`config.mk`:
```
export PLATFORM = sky130hd
export DESIGN_NAME = hex_escape_decoder_core
export DESIGN_NICKNAME = d
export VERILOG_FILES = /design/src/rtl/hed_pkg.sv /design/src/rtl/hex_escape_decoder_core.sv /design/src/rtl/hed_front.sv /design/src/rtl/hed_queue.sv /design/src/rtl/hed_back.sv
export SDC_FILE = /design/constraint.sdc
export NUM_CORES = 1
export LEC_CHECK = 0
export ABC_CLOCK_PERIOD_IN_PS = 6990
export BUFFER_PORTS_ARGS = -buffer_cell sky130_fd_sc_hd__buf_2
export CORE_MARGIN = 4
export CORE_UTILIZATION = 55
export DETAILED_ROUTE_END_ITERATION = 6
export PLACE_DENSITY_LB_ADDON = 0.25
export SETUP_SLACK_MARGIN = 0.2
export SYNTH_ARGS = -nofsm -noshare
export SYNTH_HDL_FRONTEND = slang
export SYNTH_SLANG_ARGS = --single-unit
```
`constraint.sdc`:
```
create_clock -name clk -period 6.99 [get_ports clk]
set_input_delay 0.699 -clock clk [delete_from_list [all_inputs] [get_ports clk]]
set_output_delay 0.699 -clock clk [all_outputs]
set_load 0.02 [all_outputs]
```
`src/rtl/hed_pkg.sv`:
```
// ============================================================================
// Hex escape decoder package
// Shared types, character codes and helper functions for the decoder.
// ============================================================================
package hed_pkg;

    // Default width of the decoded length counter.
    localparam int LENGTH_BITS_DEF = 16;
    // Width of the reported length field.
    localparam int LEN_W = 16;
    // Most bytes that one input byte can give.
    localparam int MAX_OUT = 4;
    localparam int IDX_W = $clog2(MAX_OUT);
    // Entries in the queue between the front and the back.
    localparam int Q_DEPTH = 2;

    localparam logic [7:0] CHAR_BSL = 8'h5C;
    localparam logic [7:0] CHAR_X   = 8'h78;

    typedef enum logic [1:0] {
        MODE_NORMAL    = 2'd0,
        MODE_BACKSLASH = 2'd1,
        MODE_X         = 2'd2,
        MODE_DIGIT     = 2'd3
    } mode_t;

    // One decoded group of bytes, produced by one input byte.
    typedef struct packed {
        logic [MAX_OUT-1:0][7:0] data;
        logic [IDX_W-1:0]        last_idx;
        logic                    fin;
        logic [LEN_W-1:0]        total;
    } hed_cmd_t;

    function automatic logic is_hex(input logic [7:0] c);
        is_hex = (c >= 8'h30 && c <= 8'h39) || (c >= 8'h61 && c <= 8'h66)
              || (c >= 8'h41 && c <= 8'h46);
    endfunction

    function automatic logic [3:0] hex_val(input logic [7:0] c);
        logic [7:0] v;
        v = 8'h00;
        if (c >= 8'h30 && c <= 8'h39)
        begin
            v = c - 8'h30;
        end
        else if (c >= 8'h61 && c <= 8'h66)
        begin
            v = c - 8'h57;
        end
        else if (c >= 8'h41 && c <= 8'h46)
        begin
            v = c - 8'h37;
        end
        hex_val = v[3:0];
    endfunction

endpackage

```
`src/rtl/hex_escape_decoder_core.sv`:
```
// ============================================================================
// Hex escape decoder core
// Decodes a backslash-escaped byte stream with hex escapes into plain bytes.
// ============================================================================
//
//  Channel  | Direction | Request contents                     | Marker
//  ---------+-----------+--------------------------------------+-----------------
//  s_axis   | in        | tdata[7:0] escaped byte              | tlast ends string
//  m_axis   | out       | tdata[7:0] byte, [23:8] total length | tlast ends string
//
// An input request is taken every cycle while the two-entry command queue has
// room. Each input request gives zero to four output requests; the back end
// issues one output request per cycle from its output register while the
// output is not stalled, so a byte that expands to k bytes gives k requests.
// The first output request of an input request passes through the command
// queue and then the output register before it becomes valid.
// Reset clears the escape state, the length counter, the queue pointers and the
// output valid flag; no clearing pass is needed.
// A stalled output fills the queue, after which s_axis_tready falls.
//
// The front end holds the escape state and works out the whole group of bytes
// for each input request combinationally, along with the saturated length that
// would be reported if the request ends a string. The back end walks through
// that group byte by byte, so the two sides stall independently of each other.
// ============================================================================
module hex_escape_decoder_core #(
    parameter int LENGTH_BITS = hed_pkg::LENGTH_BITS_DEF
) (
    input  logic        clk,
    input  logic        rst_n,
    input  logic        s_axis_tvalid,
    output logic        s_axis_tready,
    input  logic [7:0]  s_axis_tdata,   // [7:0] char_in
    input  logic        s_axis_tlast,   // is_final
    output logic        m_axis_tvalid,
    input  logic        m_axis_tready,
    output logic [23:0] m_axis_tdata,   // [7:0] char_out, [23:8] total_length
    output logic        m_axis_tlast    // final_out
);

    logic              accept;
    logic              q_push;
    logic              q_pop;
    logic              q_full;
    logic              q_head_valid;
    hed_pkg::hed_cmd_t front_cmd;
    hed_pkg::hed_cmd_t head_cmd;
    logic [7:0]                out_char;
    logic [hed_pkg::LEN_W-1:0] out_total;

    // Input requests are held off only by a full queue.
    assign s_axis_tready = !q_full;
    assign accept        = s_axis_tvalid && s_axis_tready;

    hed_front #(
        .LENGTH_BITS (LENGTH_BITS)
    ) u_front (
        .clk      (clk),
        .rst_n    (rst_n),
        .accept   (accept),
        .char_in  (s_axis_tdata),
        .is_final (s_axis_tlast),
        .push     (q_push),
        .cmd      (front_cmd)
    );

    hed_queue u_queue (
        .clk        (clk),
        .rst_n      (rst_n),
        .push       (q_push),
        .push_cmd   (front_cmd),
        .pop        (q_pop),
        .full       (q_full),
        .head_valid (q_head_valid),
        .head_cmd   (head_cmd)
    );

    hed_back u_back (
        .clk        (clk),
        .rst_n      (rst_n),
        .head_valid (q_head_valid),
        .head_cmd   (head_cmd),
        .pop        (q_pop),
        .out_valid  (m_axis_tvalid),
        .out_ready  (m_axis_tready),
        .out_char   (out_char),
        .out_last   (m_axis_tlast),
        .out_total  (out_total)
    );

    assign m_axis_tdata = {out_total, out_char};

    // Every string end must leave a command in the queue, or its end marker is lost.
    assert property (@(posedge clk) disable iff (!rst_n)
        (s_axis_tvalid && s_axis_tready && s_axis_tlast) |-> q_push)
        else $error("final input request produced no command");

    // The length is only reported on the last byte of a string.
    assert property (@(posedge clk) disable iff (!rst_n)
        (m_axis_tvalid && !m_axis_tlast) |-> (m_axis_tdata[23:8] == 16'h0000))
        else $error("non-zero length on a byte that does not end a string");

    // The back end may only take from a queue that holds something.
    assert property (@(posedge clk) disable iff (!rst_n)
        q_pop |-> q_head_valid)
        else $error("command taken from an empty queue");

endmodule

```
`src/rtl/hed_front.sv`:
```
// ============================================================================
// Hex escape decoder front end
// Tracks the escape state and turns each accepted byte into a group command.
// ============================================================================
module hed_front #(
    parameter int LENGTH_BITS = hed_pkg::LENGTH_BITS_DEF
) (
    input  logic              clk,
    input  logic              rst_n,
    input  logic              accept,
    input  logic [7:0]        char_in,
    input  logic              is_final,
    output logic              push,
    output hed_pkg::hed_cmd_t cmd
);

    localparam int CNT_W = (LENGTH_BITS >= 16) ? 16 : LENGTH_BITS;
    localparam logic [CNT_W+2:0] CAP = {3'b000, {CNT_W{1'b1}}};

    hed_pkg::mode_t mode_reg, mode_next;
    logic [7:0]       held_reg, held_next;
    logic [CNT_W-1:0] count_reg, count_next;

    logic [hed_pkg::MAX_OUT-1:0][7:0] bytes;
    logic [2:0]                       num;
    logic [CNT_W+2:0]                 sum;
    logic [CNT_W-1:0]                 sat;

    always_ff @(posedge clk or negedge rst_n)
    begin
        if (!rst_n)
        begin
            mode_reg  <= hed_pkg::MODE_NORMAL;
            held_reg  <= 8'h00;
            count_reg <= '0;
        end
        else
        begin
            mode_reg  <= mode_next;
            held_reg  <= held_next;
            count_reg <= count_next;
        end
    end

    always_comb
    begin
        mode_next = mode_reg;
        held_next = held_reg;
        bytes     = '0;
        num       = 3'd0;
        case (mode_reg)
            hed_pkg::MODE_NORMAL:
            begin
                if (char_in == hed_pkg::CHAR_BSL)
                begin
                    if (is_final)
                    begin
                        bytes[0] = hed_pkg::CHAR_BSL;
                        num      = 3'd1;
                    end
                    else
                    begin
                        mode_next = hed_pkg::MODE_BACKSLASH;
                    end
                end
                else
                begin
                    bytes[0] = char_in;
                    num      = 3'd1;
                end
            end
            hed_pkg::MODE_BACKSLASH:
            begin
                if (char_in == hed_pkg::CHAR_BSL)
                begin
                    bytes[0]  = hed_pkg::CHAR_BSL;
                    num       = 3'd1;
                    mode_next = hed_pkg::MODE_NORMAL;
                end
                else if (char_in == hed_pkg::CHAR_X)
                begin
                    if (is_final)
                    begin
                        bytes[0] = hed_pkg::CHAR_BSL;
                        bytes[1] = hed_pkg::CHAR_X;
                        num      = 3'd2;
                    end
                    mode_next = hed_pkg::MODE_X;
                end
                else
                begin
                    bytes[0]  = hed_pkg::CHAR_BSL;
                    bytes[1]  = char_in;
                    num       = 3'd2;
                    mode_next = hed_pkg::MODE_NORMAL;
                end
            end
            hed_pkg::MODE_X:
            begin
                if (is_final || !hed_pkg::is_hex(char_in))
                begin
                    bytes[0]  = hed_pkg::CHAR_BSL;
                    bytes[1]  = hed_pkg::CHAR_X;
                    bytes[2]  = char_in;
                    num       = 3'd3;
                    mode_next = hed_pkg::MODE_NORMAL;
                end
                else
                begin
                    held_next = char_in;
                    mode_next = hed_pkg::MODE_DIGIT;
                end
            end
            hed_pkg::MODE_DIGIT:
            begin
                if (hed_pkg::is_hex(char_in))
                begin
                    bytes[0] = {hed_pkg::hex_val(held_reg), hed_pkg::hex_val(char_in)};
                    num      = 3'd1;
                end
                else
                begin
                    bytes[0] = hed_pkg::CHAR_BSL;
                    bytes[1] = hed_pkg::CHAR_X;
                    bytes[2] = held_reg;
                    bytes[3] = char_in;
                    num      = 3'd4;
                end
                mode_next = hed_pkg::MODE_NORMAL;
            end
            default:
            begin
                mode_next = hed_pkg::MODE_NORMAL;
            end
        endcase

        // The count stops at its ceiling, so a sum of several bytes is clipped once.
        sum = {3'b000, count_reg} + {{CNT_W{1'b0}}, num};
        sat = (sum > CAP) ? CAP[CNT_W-1:0] : sum[CNT_W-1:0];

        if (is_final)
        begin
            mode_next = hed_pkg::MODE_NORMAL;
            held_next = 8'h00;
            count_next = '0;
        end
        else
        begin
            count_next = sat;
        end

        if (!accept)
        begin
            mode_next  = mode_reg;
            held_next  = held_reg;
            count_next = count_reg;
        end

        push         = accept && (num != 3'd0);
        cmd.data     = bytes;
        cmd.last_idx = hed_pkg::IDX_W'(num - 3'd1);
        cmd.fin      = is_final;
        cmd.total    = hed_pkg::LEN_W'(sat);
    end

endmodule

```
`src/rtl/hed_queue.sv`:
```
// ============================================================================
// Hex escape decoder command queue
// A short first-in first-out store of group commands between front and back.
// ============================================================================
module hed_queue (
    input  logic              clk,
    input  logic              rst_n,
    input  logic              push,
    input  hed_pkg::hed_cmd_t push_cmd,
    input  logic              pop,
    output logic              full,
    output logic              head_valid,
    output hed_pkg::hed_cmd_t head_cmd
);

    localparam int DEPTH = hed_pkg::Q_DEPTH;
    localparam int PTR_W = (DEPTH > 1) ? $clog2(DEPTH) : 1;
    localparam int CNT_W = $clog2(DEPTH + 1);

    hed_pkg::hed_cmd_t mem_reg [DEPTH];
    logic [PTR_W-1:0] wr_reg, wr_next;
    logic [PTR_W-1:0] rd_reg, rd_next;
    logic [CNT_W-1:0] fill_reg, fill_next;

    function automatic logic [PTR_W-1:0] bump(input logic [PTR_W-1:0] p);
        bump = (p == PTR_W'(DEPTH - 1)) ? '0 : p + 1'b1;
    endfunction

    always_comb
    begin
        wr_next   = push ? bump(wr_reg) : wr_reg;
        rd_next   = pop ? bump(rd_reg) : rd_reg;
        fill_next = fill_reg;
        if (push && !pop)
        begin
            fill_next = fill_reg + 1'b1;
        end
        else if (pop && !push)
        begin
            fill_next = fill_reg - 1'b1;
        end
    end

    always_ff @(posedge clk or negedge rst_n)
    begin
        if (!rst_n)
        begin
            wr_reg   <= '0;
            rd_reg   <= '0;
            fill_reg <= '0;
        end
        else
        begin
            wr_reg   <= wr_next;
            rd_reg   <= rd_next;
            fill_reg <= fill_next;
        end
    end

    always_ff @(posedge clk)
    begin
        if (push)
        begin
            mem_reg[wr_reg] <= push_cmd;
        end
    end

    assign full       = (fill_reg == CNT_W'(DEPTH));
    assign head_valid = (fill_reg != '0);
    assign head_cmd   = mem_reg[rd_reg];

endmodule

```
`src/rtl/hed_back.sv`:
```
// ============================================================================
// Hex escape decoder back end
// Issues queued command bytes one per cycle to the output register unless stalled.
// ============================================================================
module hed_back (
    input  logic                      clk,
    input  logic                      rst_n,
    input  logic                      head_valid,
    input  hed_pkg::hed_cmd_t         head_cmd,
    output logic                      pop,
    output logic                      out_valid,
    input  logic                      out_ready,
    output logic [7:0]                out_char,
    output logic                      out_last,
    output logic [hed_pkg::LEN_W-1:0] out_total
);

    logic [hed_pkg::IDX_W-1:0] idx_reg, idx_next;
    logic                      valid_reg, valid_next;
    logic [7:0]                char_reg, char_next;
    logic                      last_reg, last_next;
    logic [hed_pkg::LEN_W-1:0] total_reg, total_next;
    logic                      load;

    always_comb
    begin
        load       = head_valid && (!valid_reg || out_ready);
        pop        = load && (idx_reg == head_cmd.last_idx);
        idx_next   = idx_reg;
        valid_next = valid_reg && !out_ready;
        char_next  = char_reg;
        last_next  = last_reg;
        total_next = total_reg;
        if (load)
        begin
            valid_next = 1'b1;
            char_next  = head_cmd.data[idx_reg];
            last_next  = pop && head_cmd.fin;
            total_next = (pop && head_cmd.fin) ? head_cmd.total : '0;
            idx_next   = pop ? '0 : idx_reg + 1'b1;
        end
    end

    always_ff @(posedge clk or negedge rst_n)
    begin
        if (!rst_n)
        begin
            idx_reg   <= '0;
            valid_reg <= 1'b0;
        end
        else
        begin
            idx_reg   <= idx_next;
            valid_reg <= valid_next;
        end
    end

    always_ff @(posedge clk)
    begin
        char_reg  <= char_next;
        last_reg  <= last_next;
        total_reg <= total_next;
    end

    assign out_valid = valid_reg;
    assign out_char  = char_reg;
    assign out_last  = last_reg;
    assign out_total = total_reg;

endmodule
```
After elaboration in Yosys (flattened, before gate mapping)
Memories as Yosys holds them, arrays and structs flattened. Cells that the tools add are included.

RAM bits: 102. Register bits: 58. Logic and storage cells: 127. Input port bits: 13. Memories kept: 1. Output and inout bits: 27.

Add/sub/neg operators: 13. Order comparisons: 14. Reduce and logical (&&, ||, !) cells: 31. Equal/unequal tests: 9. Mux-type cells: 48.

Memories: u_queue.mem_reg (words 2, bits a word 51, rd ports 1, clocked after Yosys merged registers in 0, write ports 1, line hed_queue.sv:20) `hed_pkg::hed_cmd_t mem_reg [DEPTH];`.

Operators with widths (number): 8-bit two-way mux (9); 16-bit two-way mux (3); 24-bit two-way mux (2); 8-bit by 7-bit >= comparator with 1-bit output (second input constant) (4); 8-bit by 7-bit <= comparator with 1-bit output (second input constant) (4); 8-bit case mux with 4 select lines (1); 4-bit two-way mux (6); 8-bit case mux with 3 select lines (1); 2-bit two-way mux (10); 19-bit by 16-bit greater-than comparator with 1-bit output (second input constant) (1); 16-bit by 3-bit adder with 17-bit output (1); 8-bit binary-select mux with 2-bit select (1); 8-bit by 7-bit == test with 1-bit output (second input constant) (2); 8-bit by 6-bit >= comparator with 1-bit output (second input constant) (2); 8-bit by 6-bit <= comparator with 1-bit output (second input constant) (2); 8-bit case mux with 2 select lines (1); 4-bit by 3-bit subtractor with 4-bit output (second input constant) (4); 15-bit two-way mux (1); 1-bit logical AND (14); 3-bit case mux with 4 select lines (1); 3-bit two-way mux (3); 2-bit case mux with 4 select lines (1); 4-bit by 1-bit subtractor with 4-bit output (second input constant) (2); 1-bit two-way mux (7); other kinds (17) (32).

Logic depth before layout (Yosys ltp)
Gate-level depths: netlist of run 1.

Depth in word-level cells: 14. Gate-level depth with buffers: 15.

Modules after synthesis
A second synthesis of run 1 with hierarchy kept.

Cells, all modules: 591. Area, all modules: 7930.1 µm².

By module, submodules not included: hed_queue (sequential area each 3163.0 µm², times used 1, area each 4121.5 µm², cells an instance 175); hed_front (sequential area each 650.6 µm², times used 1, area each 2497.4 µm², cells an instance 323); hed_back (sequential area each 825.8 µm², times used 1, area each 1301.2 µm², cells an instance 91); hex_escape_decoder_core (sequential area each 0.0 µm², times used 1, area each 10.0 µm², cells an instance 2).

Worst setup path before layout of run 1
No wires, ideal clock.

Path kind: input -> register. From: in s_axis_tdata[0]. To: mem u_queue.mem_reg[0][0] in the netlist's numbering (enable). Slack: 1.525 ns. Setup time: 0.466 ns. Arrival time: 4.999 ns. Stages on the path: 10. Cells stage by stage: inv_1 > ha_1 > inv_1 > o31ai_2 > o21ai_4 > a21oi_2 > mux2_4 > ha_1 > a21oi_2 > nor2b_1.

Cells in the longest elaborated chain, start to end: 12.

RTL lines: start, declared (line hex_escape_decoder_core.sv:33) `input logic [7:0] s_axis_tdata,`; 8-bit by 6-bit >= comparator with 1-bit output, or another cell as far along (line hed_pkg.sv:36) `is_hex = (c >= 8'h30 && c <= 8'h39) || (c >= 8'h61 && c <= 8'h66)`; 1-bit logical AND (line hed_pkg.sv:36); 1-bit logical OR (line hed_pkg.sv:36); 1-bit logical OR (line hed_pkg.sv:37) `|| (c >= 8'h41 && c <= 8'h46);`; 1-bit zero test (line hed_front.sv:100) `if (is_final || !hed_pkg::is_hex(char_in))`; 1-bit logical OR (line hed_front.sv:100); 2-bit two-way mux (line hed_front.sv:100); 3-bit case mux with 4 select lines (*) (line hed_front.sv:51) `case (mode_reg)`; 3-bit nonzero test (*) (line hed_front.sv:159) `push = accept && (num != 3'd0);`; 1-bit logical AND (*) (line hed_front.sv:159); named net q_push (line hex_escape_decoder_core.sv:42) `logic q_push;`; 1-bit two-way mux (*) (line hed_queue.sv:62) `if (push)`; 1-bit two-way mux (not written as such) (*) (line hed_queue.sv:64) `mem_reg[wr_reg] <= push_cmd;`; end, declared (line hed_queue.sv:20).

Mark *: on every way through the listed nets, which the timed path passes. The rest lies on a longest branch.

Final worst setup path of run 1
From: in s_axis_tdata[0]. To: mem u_queue.mem_reg[0][12] in the netlist's numbering (enable).

Same word-level chain as after synthesis.

==> flow_summary.rst, run 1 <==
.. list-table::
   :header-rows: 1

   * - Metric
     - Value
   * - Number of nets in the synthesized netlist
     - 585
   * - Final Skew
     - 15.96 ps
   * - Clock latency of the later-clocked register in the worst-skew pair
     - 430 ps
   * - CTS buffer count
     - 17
   * - Clock period minus worst slack
     - 4179 ps
   * - Largest net degree at the start of global routing
     - 37
   * - Flip-flop and latch count after synthesis
     - 160
   * - Startpoint type of the worst setup path
     - input pin
   * - Post-synthesis share of cell area spent on full adders, half adders and majority gates
     - 2.436%
   * - Ordered list of cells on the worst path
     - buf_2 > inv_1 > ha_1 > inv_1 > o31ai_2 > o21ai_4 > a21oi_2 > mux2_4 > ha_1 > a21oi_2 > nor2b_4 > buf_4
   * - Final global-route overflow total
     - 0
   * - Layout filler cell count
     - 1000
   * - Post-layout net count
     - 618
   * - Synth async-reset ratio
     - 20.63%
   * - Static power due to leakage
     - 3.234 nW
   * - Cells after Synth
     - 558
   * - Clock buffer depth
     - 2
   * - Routed wire length
     - 14.88 mm
   * - Placeable core area
     - 13300 µm²
   * - Syn Area/Cell
     - 13.44 µm²
   * - WP data required
     - 7050 ps
   * - Launching element of the worst setup path
     - s_axis_tdata[0]
   * - Cell Rows
     - 42
   * - Max Freq
     - 239.3 MHz
   * - DRC marker count from the first detailed-route iteration
     - 380
   * - Synth area leaders
     - edfxtp_1, dfrtp_1, mux4_2, mux2i_1, nand2_1
   * - Crit Reg-Reg Startpoint
     - u_front.mode_reg[0]
   * - Depth of the CTS H-tree
     - 4
   * - Status
     - completed
   * - Area of the mapped netlist
     - 7498 µm²
   * - Fin crit share
     - 59.78%
   * - Sinks on Clock Net
     - 160
   * - Total GRT Usage
     - 20.26%
   * - CP max FO
     - 33
   * - Number of hold violations in the final report
     - 0
   * - Crit path max-delay cell type
     - nor2b_4
   * - Post-DP HPWL
     - 10.12 mm
   * - Synthesis-to-finish area growth
     - 11.40%
   * - Number of distinct library cells after synthesis
     - 73
   * - Clock-pin slew reported for the worst setup and hold paths after clock tree synthesis
     - 60 ps
   * - Global placer's final weighted congestion
     - 0.9279
   * - Combinational family with the most area after synthesis
     - compound AO/OA/AOI/OAI gates
   * - Cell accounting for the most synthesized area
     - edfxtp_1
   * - End of the worst register-to-register path
     - u_queue.mem_reg[0][15]
   * - Share of post-route cells with drive strength above 1
     - 19.90%
   * - Number of standard cells in the layout, taps in and fillers out
     - 779
   * - Main synth FF type
     - edfxtp_1
   * - Top cell type's share of synthesized area
     - 50.86%
   * - Setup slack of the most critical reg-to-reg path
     - 3470 ps
   * - Fin. max-slew vios
     - 0
   * - Diode insertion count for antenna repair
     - 0
   * - Post-Place Cells
     - 748
   * - Share of the synthesized area in compound gates (AO/OA/AOI/OAI)
     - 10.73%
   * - CP endpoint kind
     - flop
   * - Reg2reg path depth
     - 9
   * - Final setup violating endpoints
     - 0
   * - Total DRC errors in the routed layout
     - 0
   * - Port buffer count
     - 39
   * - Detailed-route via count
     - 4651
   * - Average via count per standard cell
     - 5.970
   * - Slew Limit Headroom
     - 23.36%
   * - Met1 wire length
     - 6.508 mm
   * - Sequential-to-total area share from yosys stat
     - 61.87%
   * - Worst setup path endpoint
     - u_queue.mem_reg[0][12]
   * - Number of top-level pins
     - 40
   * - Max Cap Viol
     - 0
   * - Routed wire length on met2
     - 7.218 mm
   * - PD cells
     - 385.6 nW/µm²
   * - Buffer cell driving the clock tree root
     - clkbuf_16
   * - Flip-flop count of the largest register after layout
     - 102
   * - Worst-margin pin slew
     - 1150 ps
   * - Simple-gate area share of the yosys netlist
     - 10.58%
   * - Die area
     - 15570 µm²
   * - Total power draw
     - 3.221 mW
   * - Cts repair resizes
     - 0
   * - Hold/Removal Path Class
     - in -> async
   * - Number of synthesis warnings
     - 0
   * - Max VDD drop
     - 0.0002896 V
   * - Setup Crit Path Kind
     - in -> reg
   * - Starting utilization of the core area
     - 56.40%
   * - Worst slack on hold paths
     - 357.2 ps
   * - Chip height
     - 124.8 µm
   * - CTS Hold Buffers Added
     - 0
   * - Final Worst Setup Slack
     - 2811 ps
   * - Highest metal layer with signal wires
     - met4
   * - Met3 Wirelength
     - 908 µm
   * - Mux share of post-synthesis cell area
     - 9.294%
   * - Via count of the first global-routing pass
     - 4625
   * - RSZ-0062 raised after global routing
     - false
   * - Wire length of the first global-routing pass
     - 24.60 mm
   * - Slowest Stage Delay on Critical Path
     - 550 ps
   * - CTS tree
     - done
   * - Number of enable flip-flop cells after synthesis
     - 127
   * - Number of setup buffers added after CTS
     - 0
   * - Antenna viol nets, final
     - 0
   * - Worst endpoint data arrival time
     - 4240 ps
   * - Placement Setup Slack
     - 2381 ps
   * - Sum of negative setup slack
     - 0 ps
   * - Number of search-and-repair iterations in the first detailed-routing pass
     - 5
   * - Antenna violations before repair
     - 0
   * - Post-detailed-route wirelength per cell
     - 19.10 µm
   * - Die width
     - 124.8 µm
   * - Post-synthesis share of cell area spent on xor and xnor gates
     - 2.219%
-- Yosys cell counts (3+ instances only) --
cell,number
a21o_1,4
a21oi_1,29
a21oi_2,3
a22o_1,8
a31oi_1,9
and2_1,7
and3_1,9
and4_1,3
buf_2,13
buf_6,3
clkbuf_1,10
dfrtp_1,33
edfxtp_1,127
ha_1,13
inv_1,16
mux2_2,9
mux2i_1,22
mux4_2,16
nand2_1,49
nand2b_1,5
nand3_1,16
nand4_1,4
nor2_1,37
nor2_2,3
nor2b_1,4
nor3_1,3
nor3b_1,3
o21ai_0,20
o221ai_1,4
o22ai_1,7
o31ai_1,3
xnor2_1,9
xor2_1,10
-- cell usage in the layout (no fill, tap or decap), drive strengths merged, types with 3 or more instances in the layout --
| cell type | n |
|---|---|
| edfxtp | 127 |
| nand2 | 49 |
| buf | 43 |
| nor2 | 40 |
| dfrtp | 33 |
| a21oi | 33 |
| o21ai | 24 |
| mux2i | 22 |
| clkbuf | 19 |
| inv | 18 |
| nand3 | 18 |
| mux4 | 16 |
| ha | 13 |
| xor2 | 10 |
| mux2 | 10 |
| and3 | 9 |
| xnor2 | 9 |
| a31oi | 9 |
| a22o | 8 |
| and2 | 8 |
| clkinv | 8 |
| o22ai | 7 |
| nand2b | 5 |
| o31ai | 5 |
| a21o | 4 |
| nand4 | 4 |
| o221ai | 4 |
| nor2b | 4 |
| nor3b | 3 |
| and4 | 3 |
| nor3 | 3 |
| o311ai | 3 |
-- layer usage --
metal / GRT usage [%] / vias up
met4: 7.608 / 0
met1: 28.09 / 2275
met2: 31.36 / 159
li1: - / 2191
met3: 4.803 / 26
met5: 0 / -
-- final cells by class --
| class | instances | area (µm²) | area share (%) |
|---|---|---|---|
| tap | 176 | 220.2 | 2.636 |
| sequential | 160 | 4641 | 55.56 |
| clock inverter | 12 | 117.6 | 1.408 |
| clock buffer | 19 | 432.9 | 5.183 |
| inverter | 17 | 63.81 | 0.7639 |
| timing repair buffer | 43 | 225.2 | 2.696 |
| multi-input combinational | 352 | 2653 | 31.76 |
-- through the flow --
step / util (%) / instance area, µm²
after CTS: 62.83 / 8353
after floorplan: - / 7498
after global placement: 58.69 / 7802
final: 62.83 / 8353
after detailed placement: 58.69 / 7802
after global routing: 62.83 / 8353
-- worst min path at each step --
| stage | to | slack [ps] | depth (start not counted) |
|---|---|---|---|
| floorplan | u_back.idx_reg[0] | 400 | 0 |
| global placement | u_queue.fill_reg[1] | 490 | 1 |
| detailed placement | u_front.held_reg[6] | 500 | 2 |
| CTS | u_front.count_reg[9] | 360 | 1 |
| global route | u_front.count_reg[9] | 400 | 1 |
| finish | u_front.count_reg[9] | 360 | 1 |
-- power breakdown --
part           switching, mW  internal (mW)  total (mW)
clock                  0.349          0.518       0.867
sequential             0.194           1.34        1.54
combinational          0.455          0.362       0.818
total                  0.998           2.22        3.22
-- kinds of logic after synthesis --
| logic type | count (synthesis) |
|---|---|
| compound gates | 115 |
| xor+xnor | 19 |
| simple gates | 156 |
| buf+inv | 46 |
| mux | 48 |
| flops | 160 |
| fa+ha+maj | 14 |
-- critical path, delay by kind of cell --
family,cells,cell delay (ps)
buffers and inverters,4,950
AO/OA/AOI/OAI,4,1190
AND/OR/NAND/NOR,1,550
adder cells (fa/ha/maj),2,470
multiplexers,1,340
Note: power is estimated with default switching activity, not from simulation.
==> inputs of run 2 (changes only) <==
--- a/config.mk
+++ b/config.mk
@@ -5,7 +5,8 @@
 export SDC_FILE = /design/constraint.sdc
 export NUM_CORES = 1
 export LEC_CHECK = 0
-export ABC_CLOCK_PERIOD_IN_PS = 6990
+export ABC_AREA = 1
+export ABC_CLOCK_PERIOD_IN_PS = 4000
 export BUFFER_PORTS_ARGS = -buffer_cell sky130_fd_sc_hd__buf_2
 export CORE_MARGIN = 4
 export CORE_UTILIZATION = 55
==> constraint.sdc (replaced) <==
create_clock -name clk -period 4 [get_ports clk]
set_input_delay 0.4 -clock clk [delete_from_list [all_inputs] [get_ports clk]]
set_output_delay 0.4 -clock clk [all_outputs]
set_load 0.02 [all_outputs]
==> run 2 against run 1 <==
Synthesized cell count grew 32%. First-iteration DRC count up 59%. Clock power grew 76%.
==> flow_summary.rst, run 2 <==
.. list-table::
   :header-rows: 1

   * - Metric
     - Value
   * - Status
     - completed
   * - Number of nets in the synthesized netlist
     - 766 (+31%)
   * - Clock-pin slew reported for the worst setup and hold paths after clock tree synthesis
     - 60 ps (about the same)
   * - Clock latency of the later-clocked register in the worst-skew pair
     - 430 ps (about the same)
   * - Flip-flop count of the largest register after layout
     - 102 (unchanged)
   * - Final Worst Setup Slack
     - 560.2 ps (-2251 ps)
   * - Number of enable flip-flop cells after synthesis
     - 127 (unchanged)
   * - Clock buffer depth
     - 2 (unchanged)
   * - Summed area of non-filler cells in the final layout
     - 8473 µm² (+1.4%)
   * - Startpoint type of the worst setup path
     - input pin
   * - Antenna viol nets, final
     - 0 (unchanged)
   * - Clock network fraction of total power
     - 26.9% (about the same)
   * - Global placer's final weighted congestion
     - 0.9311 (+0.34%)
   * - CTS Hold Buffers Added
     - 0 (unchanged)
   * - Number of synthesis warnings
     - 0 (unchanged)
   * - Number of distinct library cells after synthesis
     - 38 (-48%)
   * - Fraction of power consumed by combinational cells
     - 29.3% (+3.9 points)
   * - Starting utilization of the core area
     - 56.44% (about the same)
   * - Internal power of the cells
     - 3.747 mW (+69%)
   * - Die area
     - 15580 µm² (about the same)
   * - Diode insertion count for antenna repair
     - 0 (unchanged)
   * - PD cells
     - 671.1 nW/µm² (+74%)
   * - DRC marker count from the first detailed-route iteration
     - 604 (+59%)
   * - Leading cell type by number of instances after synthesis
     - nand2_1
   * - Area of the mapped netlist
     - 7503 µm² (about the same)
   * - Util after Layout
     - 63.73% (+0.90 points)
   * - Cells after Synth
     - 739 (+32%)
   * - Main synth FF type
     - edfxtp_1
   * - Most used standard cells in the synthesized netlist
     - nand2_1, edfxtp_1, nor2_1, o21ai_0, inv_1
   * - Switching Power
     - 1.940 mW (+94%)
   * - Buffer cell driving the clock tree root
     - clkbuf_16
   * - Number of search-and-repair iterations in the first detailed-routing pass
     - 5 (unchanged)
   * - Wire length of the first global-routing pass
     - 27.63 mm (+12%)
   * - Syn Area/Cell
     - 10.15 µm² (-24%)
   * - Portion of total power attributed to sequential cells
     - 43.8% (-3.9 points)
   * - Area of placed instances
     - 7915 µm² (+1.4%)
   * - CP max FO
     - 16 (-52%)
   * - Die width
     - 124.8 µm (about the same)
   * - Largest net degree at the start of global routing
     - 52 (+41%)
   * - Sinks on Clock Net
     - 160 (unchanged)
   * - Static power due to leakage
     - 3.527 nW (+9.1%)
   * - Total DRC errors in the routed layout
     - 0 (unchanged)
   * - Number of hold violations in the final report
     - 0 (unchanged)
   * - Worst-margin pin slew
     - 788.8 ps (-360.7 ps)
   * - Depth of the CTS H-tree
     - 4 (unchanged)
   * - Antenna violations before repair
     - 0 (unchanged)
   * - Number of setup buffers added after CTS
     - 0 (unchanged)
   * - Fin. max-slew vios
     - 0 (unchanged)
   * - Final global-route overflow total
     - 0 (unchanged)
   * - Setup Crit Path Kind
     - in -> reg
   * - Synth area leaders
     - edfxtp_1, dfrtp_1, nand2_1, nor2_1, o21ai_0
   * - Max Cap Viol
     - 0 (unchanged)
   * - Final Skew
     - 8.052 ps (-7.903 ps)
   * - Port buffer count
     - 39 (unchanged)
   * - Fin crit share
     - 86.00%
   * - Layout filler cell count
     - 1027 (+2.7%)
   * - Synthesis-to-finish area growth
     - 12.92%
   * - Post-detailed-route wirelength per cell
     - 17.26 µm (-9.6%)
   * - Chip height
     - 124.8 µm (about the same)
   * - CP endpoint kind
     - flop
   * - Flip-flop and latch count after synthesis
     - 160 (unchanged)
   * - RSZ-0062 raised after global routing
     - false
   * - Cell accounting for the most synthesized area
     - edfxtp_1
   * - CTS tree
     - done
   * - Placeable core area
     - 13300 µm² (unchanged)
   * - Worst slack on hold paths
     - 50.12 ps (-307.1 ps)
   * - Most frequent standard cell in the layout excluding fill and tap cells
     - nand2_1
   * - Synth async-reset ratio
     - 20.63% (unchanged)
   * - WP data required
     - 4320 ps (-2730 ps)
   * - CTS buffer count
     - 17 (unchanged)
   * - Sum of negative setup slack
     - 0 ps (unchanged)
   * - Via count of the first global-routing pass
     - 5347 (+16%)
   * - Cell Rows
     - 42 (unchanged)
   * - Max Freq
     - 290.7 MHz
   * - Detailed-route via count
     - 5366 (+15%)
   * - Share of post-route cells with drive strength above 1
     - 14.54% (-5.4 points)
   * - Clock period minus worst slack
     - 3440 ps
   * - Post-DP HPWL
     - 11.32 mm (+12%)
   * - Average via count per standard cell
     - 5.509 (-7.7%)
   * - Sequential-to-total area share from yosys stat
     - 61.83% (about the same)
   * - Cts repair resizes
     - 0 (unchanged)
   * - Hold/Removal Path Class
     - in -> async
   * - Placement Setup Slack
     - 218.0 ps (-2163 ps)
   * - Slew Limit Headroom
     - 47.41% (+24 points)
   * - Total GRT Usage
     - 22.47% (+2.2 points)
   * - Max VDD drop
     - 0.0004210 V (+45%)
   * - Worst endpoint data arrival time
     - 3760 ps (-480 ps)
   * - Post-layout net count
     - 812 (+31%)
   * - Number of top-level pins
     - 40 (unchanged)
   * - Final setup violating endpoints
     - 0 (unchanged)
   * - Top cell type's share of synthesized area
     - 50.83% (about the same)
   * - Top library cells by usage in the layout, fill and taps aside
     - nand2_1, edfxtp_1, nor2_1, o21ai_0, inv_1
   * - Routed wire length
     - 16.81 mm (+13%)
   * - Net switching fraction of the power
     - 34.11% (+3.1 points)
## run 2: cell types whose count changed in the layout (fill, tap and decap cells not counted), sizes merged, moves of 9 or more
cell / previous run / this run
mux2i: 22 / 1
and3: 9 / 0
mux2: 10 / 0
nor2: 40 / 100
o21ai: 24 / 61
mux4: 16 / 0
inv: 18 / 63
o22ai: 7 / 16
nand2: 49 / 200
## run 2: cell type report
cell class	count	area [µm²]	area share [%]
Tap cell	176	220.2	2.599
Sequential cell	160	4639	54.75
Clock buffer	23	447.9	5.286
Inverter	63	236.5	2.791
Clock inverter	9	110.1	1.299
Timing Repair Buffer	50	315.3	3.721
Multi-Input combinational cell	493	2504	29.55
## run 2: per-stage QoR
step / std cells / total power, mW
6_report: 974 / 5.687
5_1_grt: 974 / 6.019
4_1_cts: 974 / 5.719
3_5_place_dp: 942 / 4.191
3_3_place_gp: 942 / 4.121
2_1_floorplan: 739 / 3.637
## run 2: power by group through the flow
stage | Sequential (mW) | Clock [mW] | Combinational [mW]
finish | 2.49 | 1.53 | 1.67
global route | 2.53 | 1.64 | 1.85
CTS | 2.49 | 1.55 | 1.68
floorplan | 2.63 | 0 | 1.01
detailed placement | 2.52 | 0 | 1.67
global placement | 2.51 | 0 | 1.61
## run 2: cell families after synthesis
| kind of cell | after synthesis | synth area share, % |
|---|---|---|
| adders and majority gates | 14 | 2.435 |
| AOI/OAI and AO/OA | 115 | 8.921 |
| DFF | 160 | 61.83 |
| and+or+nand+nor | 345 | 19.68 |
| buffers and inverters | 86 | 4.902 |
| muxes | 1 | 0.1334 |
| xor gates and xnor gates | 18 | 2.101 |
## run 2: worst max-delay path, cell delays in order
cell	delay [ps]
buf_2	130
inv_1	200
ha_1	260
nand3_1	140
nor3_4	320
inv_1	140
o21ai_0	160
a21oi_1	70
a21oi_2	160
ha_1	220
fa_1	230
a21oi_1	110
nor2_2	210
nand3_1	170
nor2_2	170
nand4_4	270
nand2_1	210
nand2_1	70
o21ai_0	100
## run 2: layer usage
layer,GRT usage [%],part of all wire (%),wire length [µm]
met3,5.060,7.4,1250
met5,0,0,0
met4,6.319,1.1,193
met2,34.83,46,7739
met1,32.14,45,7628
## run 2: path summary, 6_finish.rpt
path                                     startpoint                     end  slack, ps  depth (start not counted)
worst max-delay path                s_axis_tdata[1]   u_front.count_reg[10]        560                         19
worst min-delay path                          rst_n   u_front.count_reg[13]         50                          1
worst max register to register  u_front.mode_reg[1]   u_front.count_reg[10]        710                         15
worst min register to register       u_queue.wr_reg          u_queue.wr_reg        480                          2
max in group asynchronous                     rst_n   u_front.count_reg[10]       3440                          1
min in group clk                       s_axis_tlast  u_queue.mem_reg[1][16]        250                          1
